## config.mk

```make
export PLATFORM = sky130hd
export DESIGN_NAME = hdp_ctrl
export DESIGN_NICKNAME = d
export VERILOG_FILES = /design/src/rtl/http_date_parser_core_assert.svh /design/src/rtl/hdp_pkg.sv /design/src/rtl/hdp_ctrl.sv
export SDC_FILE = /design/constraint.sdc
export NUM_CORES = 1
export LEC_CHECK = 0
export BUFFER_PORTS_ARGS = -buffer_cell sky130_fd_sc_hd__buf_4
export CAP_MARGIN = 20
export CORE_AREA = 3 3 40 42
export CTS_CLUSTER_DIAMETER = 40
export DETAILED_ROUTE_END_ITERATION = 8
export DIE_AREA = 0 0 43 45
export SLEW_MARGIN = 20
export SYNTH_ARGS = -nofsm -noshare
export SYNTH_HDL_FRONTEND = slang
export SYNTH_SLANG_ARGS = --single-unit
```

## constraint.sdc

```tcl
create_clock -name i_clk -period 2.5 [get_ports i_clk]
set_clock_uncertainty 0.05 [all_clocks]
set_input_delay 0.5 -clock i_clk [delete_from_list [all_inputs] [get_ports i_clk]]
set_output_delay 0.5 -clock i_clk [all_outputs]
set_load 0.02 [all_outputs]
```

## src/rtl/http_date_parser_core_assert.svh

```systemverilog
// Assertion macros for the HTTP date parser core.
// Included by the top level; depends on nothing else.
`ifndef HTTP_DATE_PARSER_CORE_ASSERT_SVH
`define HTTP_DATE_PARSER_CORE_ASSERT_SVH

// The consequent must hold in the same cycle as the antecedent.
`define HDP_ASSERT_IMPL(label, clk, rst_n, ante, cons) \
    label: assert property (@(posedge clk) disable iff (!(rst_n)) (ante) |-> (cons)) \
        else $error("http date parser: assertion failed");

// The consequent must hold in the cycle after the antecedent.
`define HDP_ASSERT_NEXT(label, clk, rst_n, ante, cons) \
    label: assert property (@(posedge clk) disable iff (!(rst_n)) (ante) |=> (cons)) \
        else $error("http date parser: assertion failed");

`endif

```

## src/rtl/hdp_pkg.sv

```systemverilog
// Package of the HTTP date parser: widths, character and position constants,
// month decoding and the controller/datapath command and status types. No dependencies.
package hdp_pkg;

    // Field and intermediate widths.
    localparam int POS_W    = 5;
    localparam int FIELD_W  = 7;
    localparam int YEAR_W   = 14;
    localparam int MON_W    = 4;
    localparam int DOY_W    = 9;
    localparam int Y365_W   = 22;
    localparam int PROD_W   = 27;
    localparam int DAYS_W   = 23;
    localparam int TOD_W    = 19;
    localparam int EPOCH_W  = 39;
    localparam int SECS_W   = 40;

    // Character positions within the date string.
    localparam logic [POS_W-1:0] DATE_LEN     = 5'd29;
    localparam logic [POS_W-1:0] POS_COMMA    = 5'd3;
    localparam logic [POS_W-1:0] POS_DAY_LO   = 5'd5;
    localparam logic [POS_W-1:0] POS_DAY_HI   = 5'd6;
    localparam logic [POS_W-1:0] POS_MON_LO   = 5'd8;
    localparam logic [POS_W-1:0] POS_MON_HI   = 5'd10;
    localparam logic [POS_W-1:0] POS_YEAR_LO  = 5'd12;
    localparam logic [POS_W-1:0] POS_YEAR_HI  = 5'd15;
    localparam logic [POS_W-1:0] POS_HOUR_LO  = 5'd17;
    localparam logic [POS_W-1:0] POS_HOUR_HI  = 5'd18;
    localparam logic [POS_W-1:0] POS_MIN_LO   = 5'd20;
    localparam logic [POS_W-1:0] POS_MIN_HI   = 5'd21;
    localparam logic [POS_W-1:0] POS_SEC_LO   = 5'd23;
    localparam logic [POS_W-1:0] POS_SEC_HI   = 5'd24;

    // Character codes.
    localparam logic [7:0] CHAR_COMMA = 8'h2C;
    localparam logic [7:0] CHAR_ZERO  = 8'h30;
    localparam logic [7:0] CHAR_NINE  = 8'h39;
    localparam logic [7:0] CHAR_UC_A  = 8'h41;
    localparam logic [7:0] CHAR_UC_D  = 8'h44;
    localparam logic [7:0] CHAR_UC_F  = 8'h46;
    localparam logic [7:0] CHAR_UC_J  = 8'h4A;
    localparam logic [7:0] CHAR_UC_M  = 8'h4D;
    localparam logic [7:0] CHAR_UC_N  = 8'h4E;
    localparam logic [7:0] CHAR_UC_O  = 8'h4F;
    localparam logic [7:0] CHAR_UC_S  = 8'h53;
    localparam logic [7:0] CHAR_LC_A  = 8'h61;
    localparam logic [7:0] CHAR_LC_G  = 8'h67;
    localparam logic [7:0] CHAR_LC_L  = 8'h6C;
    localparam logic [7:0] CHAR_LC_N  = 8'h6E;
    localparam logic [7:0] CHAR_LC_R  = 8'h72;
    localparam logic [7:0] CHAR_LC_U  = 8'h75;
    localparam logic [7:0] CHAR_LC_Y  = 8'h79;

    // Month codes, January first.
    localparam logic [MON_W-1:0] MON_JAN = 4'd0;
    localparam logic [MON_W-1:0] MON_FEB = 4'd1;
    localparam logic [MON_W-1:0] MON_MAR = 4'd2;
    localparam logic [MON_W-1:0] MON_APR = 4'd3;
    localparam logic [MON_W-1:0] MON_MAY = 4'd4;
    localparam logic [MON_W-1:0] MON_JUN = 4'd5;
    localparam logic [MON_W-1:0] MON_JUL = 4'd6;
    localparam logic [MON_W-1:0] MON_AUG = 4'd7;
    localparam logic [MON_W-1:0] MON_SEP = 4'd8;
    localparam logic [MON_W-1:0] MON_OCT = 4'd9;
    localparam logic [MON_W-1:0] MON_NOV = 4'd10;
    localparam logic [MON_W-1:0] MON_DEC = 4'd11;

    // Date arithmetic. The year is shifted up by one 400-year cycle so that
    // every floor division works on a non-negative value.
    localparam logic [YEAR_W-1:0] YEAR_BIAS     = 14'd400;
    localparam logic [Y365_W-1:0] DAYS_PER_YEAR = 22'd365;
    // Division by 100 as a multiply by 5243 and a shift by 19; exact below 43690.
    localparam logic [PROD_W-1:0] DIV100_MUL    = 27'd5243;
    localparam int                DIV100_SHIFT  = 19;
    // Days from the shifted March-based calendar origin to 1970-01-01, plus one
    // for the first day of the month.
    localparam logic [DAYS_W-1:0] DAYS_BIAS     = 23'd865566;
    localparam logic [TOD_W-1:0]  SECS_PER_HOUR = 19'd3600;
    localparam logic [TOD_W-1:0]  SECS_PER_MIN  = 19'd60;
    localparam logic signed [SECS_W-1:0] SECS_PER_DAY = 40'sd86400;

    // Decoded month.
    typedef struct packed {
        logic             ok;
        logic [MON_W-1:0] idx;
    } t_month;

    // Commands from the controller to the datapath.
    typedef struct packed {
        logic take_char;
        logic calc_a;
        logic calc_b;
        logic load_out;
    } t_hdp_cmd;

    // Status from the datapath to the controller.
    typedef struct packed {
        logic out_full;
    } t_hdp_status;

    // Lenient month decoding of the three month characters.
    function automatic t_month month_decode(input logic [7:0] a, input logic [7:0] b,
                                            input logic [7:0] c);
        t_month m;
        m.ok  = 1'b1;
        m.idx = MON_JAN;
        unique case (a)
            CHAR_UC_J: begin
                if (b == CHAR_LC_A) begin
                    m.idx = MON_JAN;
                end else if (b == CHAR_LC_U && c == CHAR_LC_N) begin
                    m.idx = MON_JUN;
                end else if (b == CHAR_LC_U && c == CHAR_LC_L) begin
                    m.idx = MON_JUL;
                end else begin
                    m.ok = 1'b0;
                end
            end
            CHAR_UC_F: m.idx = MON_FEB;
            CHAR_UC_M: begin
                if (b == CHAR_LC_A && c == CHAR_LC_R) begin
                    m.idx = MON_MAR;
                end else if (b == CHAR_LC_A && c == CHAR_LC_Y) begin
                    m.idx = MON_MAY;
                end else begin
                    m.ok = 1'b0;
                end
            end
            CHAR_UC_A: begin
                if (c == CHAR_LC_R) begin
                    m.idx = MON_APR;
                end else if (c == CHAR_LC_G) begin
                    m.idx = MON_AUG;
                end else begin
                    m.ok = 1'b0;
                end
            end
            CHAR_UC_S: m.idx = MON_SEP;
            CHAR_UC_O: m.idx = MON_OCT;
            CHAR_UC_N: m.idx = MON_NOV;
            CHAR_UC_D: m.idx = MON_DEC;
            default:   m.ok  = 1'b0;
        endcase
        return m;
    endfunction

    // Day of a year that starts on 1 March, for the first of each month.
    function automatic logic [DOY_W-1:0] month_doy(input logic [MON_W-1:0] idx);
        logic [DOY_W-1:0] d;
        unique case (idx)
            MON_JAN: d = 9'd306;
            MON_FEB: d = 9'd337;
            MON_MAR: d = 9'd0;
            MON_APR: d = 9'd31;
            MON_MAY: d = 9'd61;
            MON_JUN: d = 9'd92;
            MON_JUL: d = 9'd122;
            MON_AUG: d = 9'd153;
            MON_SEP: d = 9'd184;
            MON_OCT: d = 9'd214;
            MON_NOV: d = 9'd245;
            MON_DEC: d = 9'd275;
            default: d = 9'd0;
        endcase
        return d;
    endfunction

endpackage

```

## src/rtl/hdp_ctrl.sv

```systemverilog
// Controller of the HTTP date parser: sequences character collection and the
// three arithmetic steps. Depends on hdp_pkg.
module hdp_ctrl import hdp_pkg::*; (
    input  logic        i_clk,
    input  logic        i_rst_n,
    input  logic        i_in_valid,
    input  logic        i_in_last,
    input  logic        i_out_ready,
    input  t_hdp_status i_status,
    output logic        o_in_ready,
    output t_hdp_cmd    o_cmd
);

    localparam logic [1:0] ST_COLLECT = 2'd0;
    localparam logic [1:0] ST_CALC_A  = 2'd1;
    localparam logic [1:0] ST_CALC_B  = 2'd2;
    localparam logic [1:0] ST_CALC_C  = 2'd3;

    logic [1:0] r_state;
    logic [1:0] n_state;

    // Next state and commands.
    always_comb begin
        n_state    = r_state;
        o_in_ready = 1'b0;
        o_cmd      = '0;
        unique case (r_state)
            ST_COLLECT: begin
                o_in_ready      = 1'b1;
                o_cmd.take_char = i_in_valid;
                if (i_in_valid && i_in_last) begin
                    n_state = ST_CALC_A;
                end
            end
            ST_CALC_A: begin
                o_cmd.calc_a = 1'b1;
                n_state      = ST_CALC_B;
            end
            ST_CALC_B: begin
                o_cmd.calc_b = 1'b1;
                n_state      = ST_CALC_C;
            end
            ST_CALC_C: begin
                // Wait here only while the previous result is still held.
                if (!i_status.out_full || i_out_ready) begin
                    o_cmd.load_out = 1'b1;
                    n_state        = ST_COLLECT;
                end
            end
        endcase
    end

    // State register.
    always_ff @(posedge i_clk) begin
        if (!i_rst_n) begin
            r_state <= ST_COLLECT;
        end else begin
            r_state <= n_state;
        end
    end

endmodule

```

==> key figures <==
Outcome
  • Status: complete, no violations

Route
  • Final wirelength: 371 µm
  • Vias: 177
  • Wire per inst: 7.73 µm
  • Initial DRC count: 0
  • Drt drc: 0
  • Vias per std cell: 3.69
  • 1st-pass router iterations: 1
  • ANT nets after route: 0

Timing
  • Setup violations, final: 0
  • Worst slew pin tran: 0.237 ns
  • TNS Setup: 0 ns
  • Maximum clock rate: 0.567 GHz
  • Max Slew Vio Count: 0
  • Final Critical Period: 1.76 ns
  • Worst slew margin: 84.2%
  • Final period util: 70.6%
  • Fin. Hold Viols: 0
  • Final Worst Setup Slack: 0.735 ns
  • RSZ-0062 raised after global routing: no

Cells and area
  • Area Overhead vs Synth: 63.3%
  • Most common cell after layout, fill and taps aside: buf_4
  • Layout net count: 46
  • Fin cells: 48
  • Design area: 300 µm²
  • Top reg by flops: r_state
  • Max FFs per register: 2
  • Share of layout cells above drive strength 1: 42.4%
  • Most frequent cells in the layout: buf_4 (10), ha_1 (5), nand2_1 (4)
  • Antenna diodes: 0
  • Largest regs: r_state: 2 flops

Synth
  • Synth top area share: 34.0%
  • Synth Area per Inst: 9.20 µm²
  • Sequential area share after synthesis: 21.8%
  • Library cells used by synthesis: 9
  • Syn. warnings: 0
  • Synth Cell Area: 184 µm²
  • Ranking of synthesized cells by area: ha_1 (34%), dfxtp_1 (22%), mux2i_1 (11%)
  • Syn_nets: 31
  • Number of synthesized register bits: 2
  • Top cell type by total area after synthesis: ha_1
  • Cells after Synth: 20

Floorplanning
  • Row count: 13
  • # IOs: 11
  • Die Wd: 43 µm
  • Initial Util: 14.3%
  • Die Ht: 45 µm
  • Die area: 1940 µm²
  • Core ar.: 1280 µm²

Clock tree
  • Clock buffer count from CTS: 3
  • Worst skew pair latency: 0.22 ns
  • Post-CTS setup buffer count: 0
  • CTS resizes: 0
  • CTS tree: done
  • Root buf cell: clkbuf_4
  • H-tree level count: 1
  • Clock sink count: 2
  • Hold_buf cts: 0
  • Reg clk slew, reported paths: 0.03 ns
  • Clk buf depth: 2

Worst setup path
  • CP delay by family, top: flip-flops
  • CP Data Arrival Time: 1.21 ns
  • CP max stage delay: 0.37 ns
  • Crit-path cells: inv_1 > ha_1 > and2_1 > buf_4
  • Buf/Inv on CP: 2
  • CP max-delay cell: dfxtp_1
  • Worst Setup End Kind: primary output
  • CP max FO: 4
  • WS Path Type: reg -> out
  • CP Data Required Time: 1.95 ns
  • Worst setup SP type: register

Pwr
  • PwrDens: 1080 nW/µm²
  • Static leakage power: 0.152 nW
  • Overall power after layout: 0.325 mW
  • Peak VDD IR: 364 µV

Placed design
  • Post-Place Worst Slack: 0.953 ns
  • Gpl congestion: 0.655
  • DP Area: 278 µm²
  • IO buf count: 10
  • Placed cells: 45

GRT
  • First-pass GRT wire length: 703 µm
  • Largest net degree at the start of global routing: 5
  • Antenna violations before repair: 0
  • Grt ovf: 0
  • GRT Total Usage: 5.40%
  • Vias in the first global route: 173

Worst hold path
  • HP Class: reg -> reg

Job
  • Max-cap viol count: 0
-- worst reg2reg max path, cell delays in order, from the launching register on --
cell and delay, ns:
dfxtp_1 0.37, inv_1 0.10, ha_1 0.24, a32oi_2 0.24
mux2i_1 0.21
-- cell usage after synthesis --
master,count
a21boi_0,1
and2_1,1
mux2i_1,2
dfxtp_1,2
o21ai_0,1
a32oi_2,1
nand2_1,4
ha_1,5
inv_1,3
-- logic make-up (layout without fill, tap and decap cells) --
family / count (synthesis) / in the layout / synth area share (%)
adder cells (fa/ha/maj): 5 / 5 / 34.0
AND/OR/NAND/NOR: 5 / 5 / 11.6
AO/OA/AOI/OAI: 3 / 3 / 15.6
buffers and inverters: 3 / 16 / 6.12
multiplexers: 2 / 2 / 10.9
flip-flops: 2 / 2 / 21.8
-- final timing paths --
kind / from / end / slack [ns] / cells past startpoint
worst min register to register: r_state[1] / r_state[1] / 0.45 / 2
worst min-delay path: r_state[1] / r_state[1] / 0.45 / 2
worst max-delay path: r_state[0] / o_cmd[3] / 0.74 / 4
worst max register to register: r_state[0] / r_state[0] / 1.22 / 4
-- metrics by stage --
step,util [%],hold WS [ns]
2_1_floorplan,-,0.418
3_3_place_gp,21.6,0.444
3_5_place_dp,21.6,0.449
4_1_cts,23.4,0.453
5_1_grt,23.4,0.493
6_report,23.4,0.446
-- final cells by class --
type | instances | area, µm²
Fill cell | 140 | 985
Multi-Input combinational cell | 15 | 133
Timing Repair Buffer | 10 | 75.1
Sequential cell | 2 | 40.0
Clock buffer | 3 | 22.5
Tap cell | 15 | 18.8
Inverter | 3 | 11.3
-- layer usage --
layer	GRT usage, %	up-vias	part of all wire (%)
met5	0	-	0
met4	7.23	0	0
met3	2.79	0	15
met2	5.69	10	40
met1	6.47	75	45
li1	-	92	-
-- report_power, final --
part | internal [mW] | switching (mW) | leakage (nW) | total, mW
logic | 0.0898 | 0.104 | 0.122 | 0.194
clock network | 0.0529 | 0.0176 | 0.0138 | 0.0705
registers | 0.0464 | 0.0140 | 0.0165 | 0.0604
Note: power is estimated with default switching activity, not from simulation.
