### config.mk
export PLATFORM = sky130hd
export DESIGN_NAME = hdp_datapath
export DESIGN_NICKNAME = d
export VERILOG_FILES = /design/src/rtl/http_date_parser_core_assert.svh /design/src/rtl/hdp_pkg.sv /design/src/rtl/hdp_datapath.sv
export SDC_FILE = /design/constraint.sdc
export NUM_CORES = 1
export LEC_CHECK = 0
export BUFFER_PORTS_ARGS = -buffer_cell sky130_fd_sc_hd__buf_2
export CORE_MARGIN = 2
export CORE_UTILIZATION = 60
export CTS_CLUSTER_DIAMETER = 30
export DETAILED_ROUTE_END_ITERATION = 10
export GPL_ROUTABILITY_DRIVEN = 0
export GPL_TIMING_DRIVEN = 0
export PLACE_DENSITY = 0.77
export SYNTH_ARGS = -nofsm -noshare
export SYNTH_HDL_FRONTEND = slang
export SYNTH_SLANG_ARGS = --single-unit
### constraint.sdc
create_clock -name i_clk -period 10.91 [get_ports i_clk]
set_input_delay 1.091 -clock i_clk [delete_from_list [all_inputs] [get_ports i_clk]]
set_output_delay 1.091 -clock i_clk [all_outputs]
set_load 0.1 [all_outputs]
### src/rtl/http_date_parser_core_assert.svh
// Assertion macros for the HTTP date parser core.
// Included by the top level; depends on nothing else.
`ifndef HTTP_DATE_PARSER_CORE_ASSERT_SVH
`define HTTP_DATE_PARSER_CORE_ASSERT_SVH

// The consequent must hold in the same cycle as the antecedent.
`define HDP_ASSERT_IMPL(label, clk, rst_n, ante, cons) \
    label: assert property (@(posedge clk) disable iff (!(rst_n)) (ante) |-> (cons)) \
        else $error("http date parser: assertion failed");

// The consequent must hold in the cycle after the antecedent.
`define HDP_ASSERT_NEXT(label, clk, rst_n, ante, cons) \
    label: assert property (@(posedge clk) disable iff (!(rst_n)) (ante) |=> (cons)) \
        else $error("http date parser: assertion failed");

`endif

### src/rtl/hdp_pkg.sv
// Package of the HTTP date parser: widths, character and position constants,
// month decoding and the controller/datapath command and status types. No dependencies.
package hdp_pkg;

    // Field and intermediate widths.
    localparam int POS_W    = 5;
    localparam int FIELD_W  = 7;
    localparam int YEAR_W   = 14;
    localparam int MON_W    = 4;
    localparam int DOY_W    = 9;
    localparam int Y365_W   = 22;
    localparam int PROD_W   = 27;
    localparam int DAYS_W   = 23;
    localparam int TOD_W    = 19;
    localparam int EPOCH_W  = 39;
    localparam int SECS_W   = 40;

    // Character positions within the date string.
    localparam logic [POS_W-1:0] DATE_LEN     = 5'd29;
    localparam logic [POS_W-1:0] POS_COMMA    = 5'd3;
    localparam logic [POS_W-1:0] POS_DAY_LO   = 5'd5;
    localparam logic [POS_W-1:0] POS_DAY_HI   = 5'd6;
    localparam logic [POS_W-1:0] POS_MON_LO   = 5'd8;
    localparam logic [POS_W-1:0] POS_MON_HI   = 5'd10;
    localparam logic [POS_W-1:0] POS_YEAR_LO  = 5'd12;
    localparam logic [POS_W-1:0] POS_YEAR_HI  = 5'd15;
    localparam logic [POS_W-1:0] POS_HOUR_LO  = 5'd17;
    localparam logic [POS_W-1:0] POS_HOUR_HI  = 5'd18;
    localparam logic [POS_W-1:0] POS_MIN_LO   = 5'd20;
    localparam logic [POS_W-1:0] POS_MIN_HI   = 5'd21;
    localparam logic [POS_W-1:0] POS_SEC_LO   = 5'd23;
    localparam logic [POS_W-1:0] POS_SEC_HI   = 5'd24;

    // Character codes.
    localparam logic [7:0] CHAR_COMMA = 8'h2C;
    localparam logic [7:0] CHAR_ZERO  = 8'h30;
    localparam logic [7:0] CHAR_NINE  = 8'h39;
    localparam logic [7:0] CHAR_UC_A  = 8'h41;
    localparam logic [7:0] CHAR_UC_D  = 8'h44;
    localparam logic [7:0] CHAR_UC_F  = 8'h46;
    localparam logic [7:0] CHAR_UC_J  = 8'h4A;
    localparam logic [7:0] CHAR_UC_M  = 8'h4D;
    localparam logic [7:0] CHAR_UC_N  = 8'h4E;
    localparam logic [7:0] CHAR_UC_O  = 8'h4F;
    localparam logic [7:0] CHAR_UC_S  = 8'h53;
    localparam logic [7:0] CHAR_LC_A  = 8'h61;
    localparam logic [7:0] CHAR_LC_G  = 8'h67;
    localparam logic [7:0] CHAR_LC_L  = 8'h6C;
    localparam logic [7:0] CHAR_LC_N  = 8'h6E;
    localparam logic [7:0] CHAR_LC_R  = 8'h72;
    localparam logic [7:0] CHAR_LC_U  = 8'h75;
    localparam logic [7:0] CHAR_LC_Y  = 8'h79;

    // Month codes, January first.
    localparam logic [MON_W-1:0] MON_JAN = 4'd0;
    localparam logic [MON_W-1:0] MON_FEB = 4'd1;
    localparam logic [MON_W-1:0] MON_MAR = 4'd2;
    localparam logic [MON_W-1:0] MON_APR = 4'd3;
    localparam logic [MON_W-1:0] MON_MAY = 4'd4;
    localparam logic [MON_W-1:0] MON_JUN = 4'd5;
    localparam logic [MON_W-1:0] MON_JUL = 4'd6;
    localparam logic [MON_W-1:0] MON_AUG = 4'd7;
    localparam logic [MON_W-1:0] MON_SEP = 4'd8;
    localparam logic [MON_W-1:0] MON_OCT = 4'd9;
    localparam logic [MON_W-1:0] MON_NOV = 4'd10;
    localparam logic [MON_W-1:0] MON_DEC = 4'd11;

    // Date arithmetic. The year is shifted up by one 400-year cycle so that
    // every floor division works on a non-negative value.
    localparam logic [YEAR_W-1:0] YEAR_BIAS     = 14'd400;
    localparam logic [Y365_W-1:0] DAYS_PER_YEAR = 22'd365;
    // Division by 100 as a multiply by 5243 and a shift by 19; exact below 43690.
    localparam logic [PROD_W-1:0] DIV100_MUL    = 27'd5243;
    localparam int                DIV100_SHIFT  = 19;
    // Days from the shifted March-based calendar origin to 1970-01-01, plus one
    // for the first day of the month.
    localparam logic [DAYS_W-1:0] DAYS_BIAS     = 23'd865566;
    localparam logic [TOD_W-1:0]  SECS_PER_HOUR = 19'd3600;
    localparam logic [TOD_W-1:0]  SECS_PER_MIN  = 19'd60;
    localparam logic signed [SECS_W-1:0] SECS_PER_DAY = 40'sd86400;

    // Decoded month.
    typedef struct packed {
        logic             ok;
        logic [MON_W-1:0] idx;
    } t_month;

    // Commands from the controller to the datapath.
    typedef struct packed {
        logic take_char;
        logic calc_a;
        logic calc_b;
        logic load_out;
    } t_hdp_cmd;

    // Status from the datapath to the controller.
    typedef struct packed {
        logic out_full;
    } t_hdp_status;

    // Lenient month decoding of the three month characters.
    function automatic t_month month_decode(input logic [7:0] a, input logic [7:0] b,
                                            input logic [7:0] c);
        t_month m;
        m.ok  = 1'b1;
        m.idx = MON_JAN;
        unique case (a)
            CHAR_UC_J: begin
                if (b == CHAR_LC_A) begin
                    m.idx = MON_JAN;
                end else if (b == CHAR_LC_U && c == CHAR_LC_N) begin
                    m.idx = MON_JUN;
                end else if (b == CHAR_LC_U && c == CHAR_LC_L) begin
                    m.idx = MON_JUL;
                end else begin
                    m.ok = 1'b0;
                end
            end
            CHAR_UC_F: m.idx = MON_FEB;
            CHAR_UC_M: begin
                if (b == CHAR_LC_A && c == CHAR_LC_R) begin
                    m.idx = MON_MAR;
                end else if (b == CHAR_LC_A && c == CHAR_LC_Y) begin
                    m.idx = MON_MAY;
                end else begin
                    m.ok = 1'b0;
                end
            end
            CHAR_UC_A: begin
                if (c == CHAR_LC_R) begin
                    m.idx = MON_APR;
                end else if (c == CHAR_LC_G) begin
                    m.idx = MON_AUG;
                end else begin
                    m.ok = 1'b0;
                end
            end
            CHAR_UC_S: m.idx = MON_SEP;
            CHAR_UC_O: m.idx = MON_OCT;
            CHAR_UC_N: m.idx = MON_NOV;
            CHAR_UC_D: m.idx = MON_DEC;
            default:   m.ok  = 1'b0;
        endcase
        return m;
    endfunction

    // Day of a year that starts on 1 March, for the first of each month.
    function automatic logic [DOY_W-1:0] month_doy(input logic [MON_W-1:0] idx);
        logic [DOY_W-1:0] d;
        unique case (idx)
            MON_JAN: d = 9'd306;
            MON_FEB: d = 9'd337;
            MON_MAR: d = 9'd0;
            MON_APR: d = 9'd31;
            MON_MAY: d = 9'd61;
            MON_JUN: d = 9'd92;
            MON_JUL: d = 9'd122;
            MON_AUG: d = 9'd153;
            MON_SEP: d = 9'd184;
            MON_OCT: d = 9'd214;
            MON_NOV: d = 9'd245;
            MON_DEC: d = 9'd275;
            default: d = 9'd0;
        endcase
        return d;
    endfunction

endpackage

### src/rtl/hdp_datapath.sv
// Datapath of the HTTP date parser: field accumulators, month decoding, the
// three-step date arithmetic and the result register. Depends on hdp_pkg.
module hdp_datapath import hdp_pkg::*; (
    input  logic                      i_clk,
    input  logic                      i_rst_n,
    input  logic [7:0]                i_char_code,
    input  t_hdp_cmd                  i_cmd,
    input  logic                      i_out_ready,
    output t_hdp_status               o_status,
    output logic                      o_out_valid,
    output logic signed [EPOCH_W-1:0] o_epoch_seconds,
    output logic                      o_date_valid
);

    // Collection state.
    logic [POS_W-1:0]   r_pos,  n_pos;
    logic               r_ovf,  n_ovf;
    logic               r_fbad, n_fbad;
    logic [FIELD_W-1:0] r_day,  n_day;
    logic [YEAR_W-1:0]  r_year, n_year;
    logic [FIELD_W-1:0] r_hour, n_hour;
    logic [FIELD_W-1:0] r_min,  n_min;
    logic [FIELD_W-1:0] r_sec,  n_sec;
    logic [7:0]         r_mon [3];
    logic [7:0]         n_mon [3];

    // Arithmetic stages.
    logic [Y365_W-1:0]        r_y365;
    logic [YEAR_W-3:0]        r_q4;
    logic [6:0]               r_c100;
    logic [4:0]               r_c400;
    logic [DOY_W-1:0]         r_doy;
    logic [FIELD_W-1:0]       r_dom;
    logic [TOD_W-1:0]         r_tod;
    logic                     r_ok;
    logic signed [DAYS_W-1:0] r_days;

    // Result register.
    logic                      r_out_valid;
    logic signed [EPOCH_W-1:0] r_epoch;
    logic                      r_date_valid;

    logic               w_digit;
    logic [3:0]         w_dval;
    logic [1:0]         w_mon_sel;
    t_month             w_month;
    logic               w_adj;
    logic [YEAR_W-1:0]  w_year_sh;
    logic [YEAR_W-3:0]  w_q4;
    logic [PROD_W-1:0]  w_div100_prod;
    logic [PROD_W-1:0]  w_div400_prod;
    logic [Y365_W-1:0]  w_y365;
    logic [TOD_W-1:0]   w_tod;
    logic [DAYS_W-1:0]  w_days;
    logic signed [SECS_W-1:0] w_prod;
    logic [SECS_W-1:0]  w_secs;

    // Character classification.
    assign w_digit   = (i_char_code >= CHAR_ZERO) && (i_char_code <= CHAR_NINE);
    assign w_dval    = w_digit ? 4'(i_char_code - CHAR_ZERO) : 4'd0;
    assign w_mon_sel = 2'(r_pos - POS_MON_LO);

    // Character collection: one character a beat into the field it belongs to.
    always_comb begin
        n_pos  = r_pos;
        n_ovf  = r_ovf;
        n_fbad = r_fbad;
        n_day  = r_day;
        n_year = r_year;
        n_hour = r_hour;
        n_min  = r_min;
        n_sec  = r_sec;
        n_mon  = r_mon;
        if (i_cmd.load_out) begin
            n_pos  = '0;
            n_ovf  = 1'b0;
            n_fbad = 1'b0;
            n_day  = '0;
            n_year = '0;
            n_hour = '0;
            n_min  = '0;
            n_sec  = '0;
            n_mon  = '{default: '0};
        end else if (i_cmd.take_char) begin
            if (r_pos < DATE_LEN) begin
                n_pos = r_pos + 5'd1;
                case (r_pos) inside
                    [POS_DAY_LO:POS_DAY_HI]: begin
                        n_day = 7'(8'(r_day) * 8'd10 + 8'(w_dval));
                        if (!w_digit) n_fbad = 1'b1;
                    end
                    [POS_YEAR_LO:POS_YEAR_HI]: begin
                        n_year = 14'(r_year * 14'd10 + 14'(w_dval));
                        if (!w_digit) n_fbad = 1'b1;
                    end
                    [POS_HOUR_LO:POS_HOUR_HI]: begin
                        n_hour = 7'(8'(r_hour) * 8'd10 + 8'(w_dval));
                        if (!w_digit) n_fbad = 1'b1;
                    end
                    [POS_MIN_LO:POS_MIN_HI]: begin
                        n_min = 7'(8'(r_min) * 8'd10 + 8'(w_dval));
                        if (!w_digit) n_fbad = 1'b1;
                    end
                    [POS_SEC_LO:POS_SEC_HI]: begin
                        n_sec = 7'(8'(r_sec) * 8'd10 + 8'(w_dval));
                        if (!w_digit) n_fbad = 1'b1;
                    end
                    [POS_MON_LO:POS_MON_HI]: begin
                        n_mon[w_mon_sel] = i_char_code;
                    end
                    POS_COMMA: begin
                        if (i_char_code != CHAR_COMMA) n_fbad = 1'b1;
                    end
                    default: ;
                endcase
            end else begin
                n_ovf = 1'b1;
            end
        end
    end

    // First step: month, shifted year and its terms, time of day.
    assign w_month       = month_decode(r_mon[0], r_mon[1], r_mon[2]);
    assign w_adj         = (w_month.idx == MON_JAN) || (w_month.idx == MON_FEB);
    assign w_year_sh     = r_year + YEAR_BIAS - 14'(w_adj);
    assign w_q4          = w_year_sh[YEAR_W-1:2];
    assign w_div100_prod = 27'(w_year_sh) * DIV100_MUL;
    assign w_div400_prod = 27'(w_q4) * DIV100_MUL;
    assign w_y365        = 22'(w_year_sh) * DAYS_PER_YEAR;
    assign w_tod         = 19'(r_hour) * SECS_PER_HOUR + 19'(r_min) * SECS_PER_MIN
                           + 19'(r_sec);

    // Second step: day count relative to 1970-01-01.
    assign w_days = 23'(r_y365) + 23'(r_q4) - 23'(r_c100) + 23'(r_c400) + 23'(r_doy)
                    + 23'(r_dom) - DAYS_BIAS;

    // Third step: seconds.
    assign w_prod = 40'(r_days) * SECS_PER_DAY;
    assign w_secs = w_prod + 40'(r_tod);

    // Collection registers.
    always_ff @(posedge i_clk) begin
        if (!i_rst_n) begin
            r_pos  <= '0;
            r_ovf  <= 1'b0;
            r_fbad <= 1'b0;
            r_day  <= '0;
            r_year <= '0;
            r_hour <= '0;
            r_min  <= '0;
            r_sec  <= '0;
            r_mon  <= '{default: '0};
        end else begin
            r_pos  <= n_pos;
            r_ovf  <= n_ovf;
            r_fbad <= n_fbad;
            r_day  <= n_day;
            r_year <= n_year;
            r_hour <= n_hour;
            r_min  <= n_min;
            r_sec  <= n_sec;
            r_mon  <= n_mon;
        end
    end

    // Arithmetic stage registers.
    always_ff @(posedge i_clk) begin
        if (i_cmd.calc_a) begin
            r_y365 <= w_y365;
            r_q4   <= w_q4;
            r_c100 <= w_div100_prod[DIV100_SHIFT+6:DIV100_SHIFT];
            r_c400 <= w_div400_prod[DIV100_SHIFT+4:DIV100_SHIFT];
            r_doy  <= month_doy(w_month.idx);
            r_dom  <= r_day;
            r_tod  <= w_tod;
            r_ok   <= (r_pos == DATE_LEN) && !r_ovf && !r_fbad && w_month.ok;
        end
        if (i_cmd.calc_b) begin
            r_days <= w_days;
        end
    end

    // Result register: holds a beat until it is taken.
    always_ff @(posedge i_clk) begin
        if (!i_rst_n) begin
            r_out_valid <= 1'b0;
        end else if (i_cmd.load_out) begin
            r_out_valid <= 1'b1;
        end else if (i_out_ready) begin
            r_out_valid <= 1'b0;
        end
    end

    always_ff @(posedge i_clk) begin
        if (i_cmd.load_out) begin
            r_epoch      <= r_ok ? w_secs[EPOCH_W-1:0] : '0;
            r_date_valid <= r_ok;
        end
    end

    assign o_status.out_full = r_out_valid;
    assign o_out_valid       = r_out_valid;
    assign o_epoch_seconds   = r_epoch;
    assign o_date_valid      = r_date_valid;

endmodule

==> results.yml <==
run_status:
  outcome: "finished, final reports clean"
cells_and_area:
  fin_cells: 3583
  nNetsFinal: 3717
  drive_gt1_frac: 0.07878
  fillers: 3401
  area_growth_pct: 10.90
  final_util: 0.6740
  diodes: 0
drt:
  wl_mm: 58.75
  drt_first_pass_iters: 7
  antenna_left: 0
  drt-initial-drc-count: 1036
  routedWlPerCell_um: 16.40
  vias: 20070
  drcViolationCount: 0
  vias_per_cell: 5.601
logic_synthesis:
  synth_cell_types: 101
  synth_top_area_share: 0.2228
  synth-seq-area-share: 0.2116
  syn-num-nets: 3604
  syn_inst: 2828
  yosysWarnings: 0
  synth_area_sq_um: 27580
  synth.most_common_cell: "inv_1"
  ys_ff_latch: 219
  synth.area.top_cells: "ha_1, fa_1, edfxtp_1, inv_1, dfxtp_1"
  ys.flop_type: "edfxtp_1"
  async_flop_share: 0
  yosysTopAreaCell: "ha_1"
  netlist_top_cells_count: "inv_1, ha_1, fa_1, nor2_1, edfxtp_1"
  synth_edf_count: 145
  syn_area_per_cell_sq_um: 9.752
worst_setup_path:
  cp-start-kind: "register"
  worstSetupStartpoint: "r_mon[15]"
  required_ns: 11.23
  cp_max_fo: 6
  crit_family: "compound AO/OA/AOI/OAI gates"
  r2r_start: "r_mon[15]"
  crit_path_end_kind: "register"
  slowest_stage: "or4b_2"
  path_class: "reg -> reg"
  max_stage_delay_ns: 0.69
  path_buf_inv: 5
  arrival_ns: 10.62
placed_design:
  post-place-cells: 3486
  numPortBuffers: 56
  dpl.hpwl_mm: 47.01
clock_tree:
  cts_buffers: 53
  clk_pin_slew_ns: 0.05
  cts_setup_buffers: 0
  clk_latency_ns: 0.59
  cts_buffer_depth: 3
  hold_buffers: 0
  cts_tree: "built"
  cts_sinks: 219
  htreeDepth: 2
  root_buffer: "clkbuf_16"
worst_hold_path:
  hp-start: "r_day[6]"
  hold_class: "reg -> reg"
die:
  die_area_sq_um: 47700
  start_util: 0.6077
  dieWidth_um: 218.4
  row_count: 78
  core_sq_um: 45380
  io_pins: 57
  dieHeight_um: 218.4
grt:
  grt_use_total: 0.2557
  overflow: 0
  grt_pass1_vias: 21380
  grt_start_max_net_pins: 76
  grt_pass1_wl_mm: 99.54
  antenna_found_initial: 0
job:
  cap_violations: 0
sta:
  tightest_slew_ns: 1.283
  hold_viol_final: 0
  relSlewSlack: 0.1420
  setup-violations-final: 0
  post-route-min-period_ns: 10.30
  fin_skew_ns: 0.02501
  drv_slew: 0
  fmax_mhz: 97.09
  timing.final.crit_share: 0.9441
  rsz0062_at_grt: "false"
state kept, by name, indices dropped and copies added, names as in the netlist, 7 cells and up:
register         cells
r_c100               7
r_min                7
r_doy                9
r_tod               19
r_days              23
r_dom                7
r_mon               24
r_sec                7
r_day                7
r_q4                12
o_epoch_seconds     39
r_y365              22
r_year              14
r_hour               7
what timing repair did:
item	in CTS	in global routing
setup endpoints to repair	5	9
resized for setup	4	7
hold endpoints to repair	0	0
placed cells by master, fill, tap and decap left out, types with 39 or more instances in the layout:
cell type,count
inv_1,604
ha_1,491
fa_1,270
nor2_1,184
edfxtp_1,145
a21oi_1,130
xnor2_1,109
nand2_1,103
o21ai_0,75
dfxtp_1,74
buf_2,59
clkbuf_16,53
nor3_1,47
mux2i_1,45
a21o_1,43
xor2_1,39
worst paths after layout:
check	slack, ns	cells past startpoint	endpoint
setup / recovery	0.61	36	r_c100[6]
hold / removal	0.46	0	r_dom[6]
setup reg to reg	0.61	36	r_c100[6]
hold reg to reg	0.46	0	r_dom[6]
worst register-to-register path, delay by kind of cell, from the launching register on:
| kind | cells | cell delay, ns |
|---|---|---|
| adder cells (fa/ha/maj) | 9 | 3.24 |
| buffers and inverters | 5 | 0.55 |
| AND/OR/NAND/NOR | 6 | 1.59 |
| XOR/XNOR | 2 | 0.72 |
| flip-flops | 1 | 0.31 |
| AO/OA/AOI/OAI | 14 | 3.65 |
kinds of logic after synthesis:
kind of cell / after synthesis / share of synthesized area
AOI/OAI and AO/OA: 419 / 0.1019
adders and majority gates: 761 / 0.4187
DFF: 219 / 0.2116
muxes: 45 / 0.01633
and+or+nand+nor: 579 / 0.1090
buffers and inverters: 645 / 0.09015
xor gates and xnor gates: 160 / 0.05231
layout make-up:
type                    count  area (sq um)  area share
multi-input cells        1964         19360      0.6331
flip-flops and latches    219          5836      0.1908
inverters                 605          2271     0.07425
clock buffers              62          1370     0.04479
well taps                 600         750.7     0.02454
clock inverters            35         457.9     0.01497
repair buffers             58         321.6     0.01051
plain buffers              40         215.2    0.007036
metrics by stage:
| step | area, sq um | setup TNS (ns) | hold slack [ns] | setup slack, ns |
|---|---|---|---|---|
| floorplan | 27580 | 0 | 0.4090 | 1.713 |
| global placement | 28610 | -0.01610 | 0.4210 | -0.01610 |
| detailed placement | 28680 | -1.000 | 0.4425 | -0.3650 |
| CTS | 30530 | 0 | 0.4542 | 0.08416 |
| global route | 30590 | 0 | 0.4549 | 0.05477 |
| finish | 30590 | 0 | 0.4552 | 0.6104 |
routing by layer:
layer / track usage / up-vias / share of wire
li1: - / 9688 / -
met1: 0.3018 / 9689 / 0.41
met2: 0.4639 / 510 / 0.51
met3: 0.03368 / 180 / 0.043
met4: 0.1107 / 0 / 0.040
met5: 0 / - / 0
Power is not shown: default switching activity piles up to over one toggle a cycle in this logic, so the estimate is an artifact.
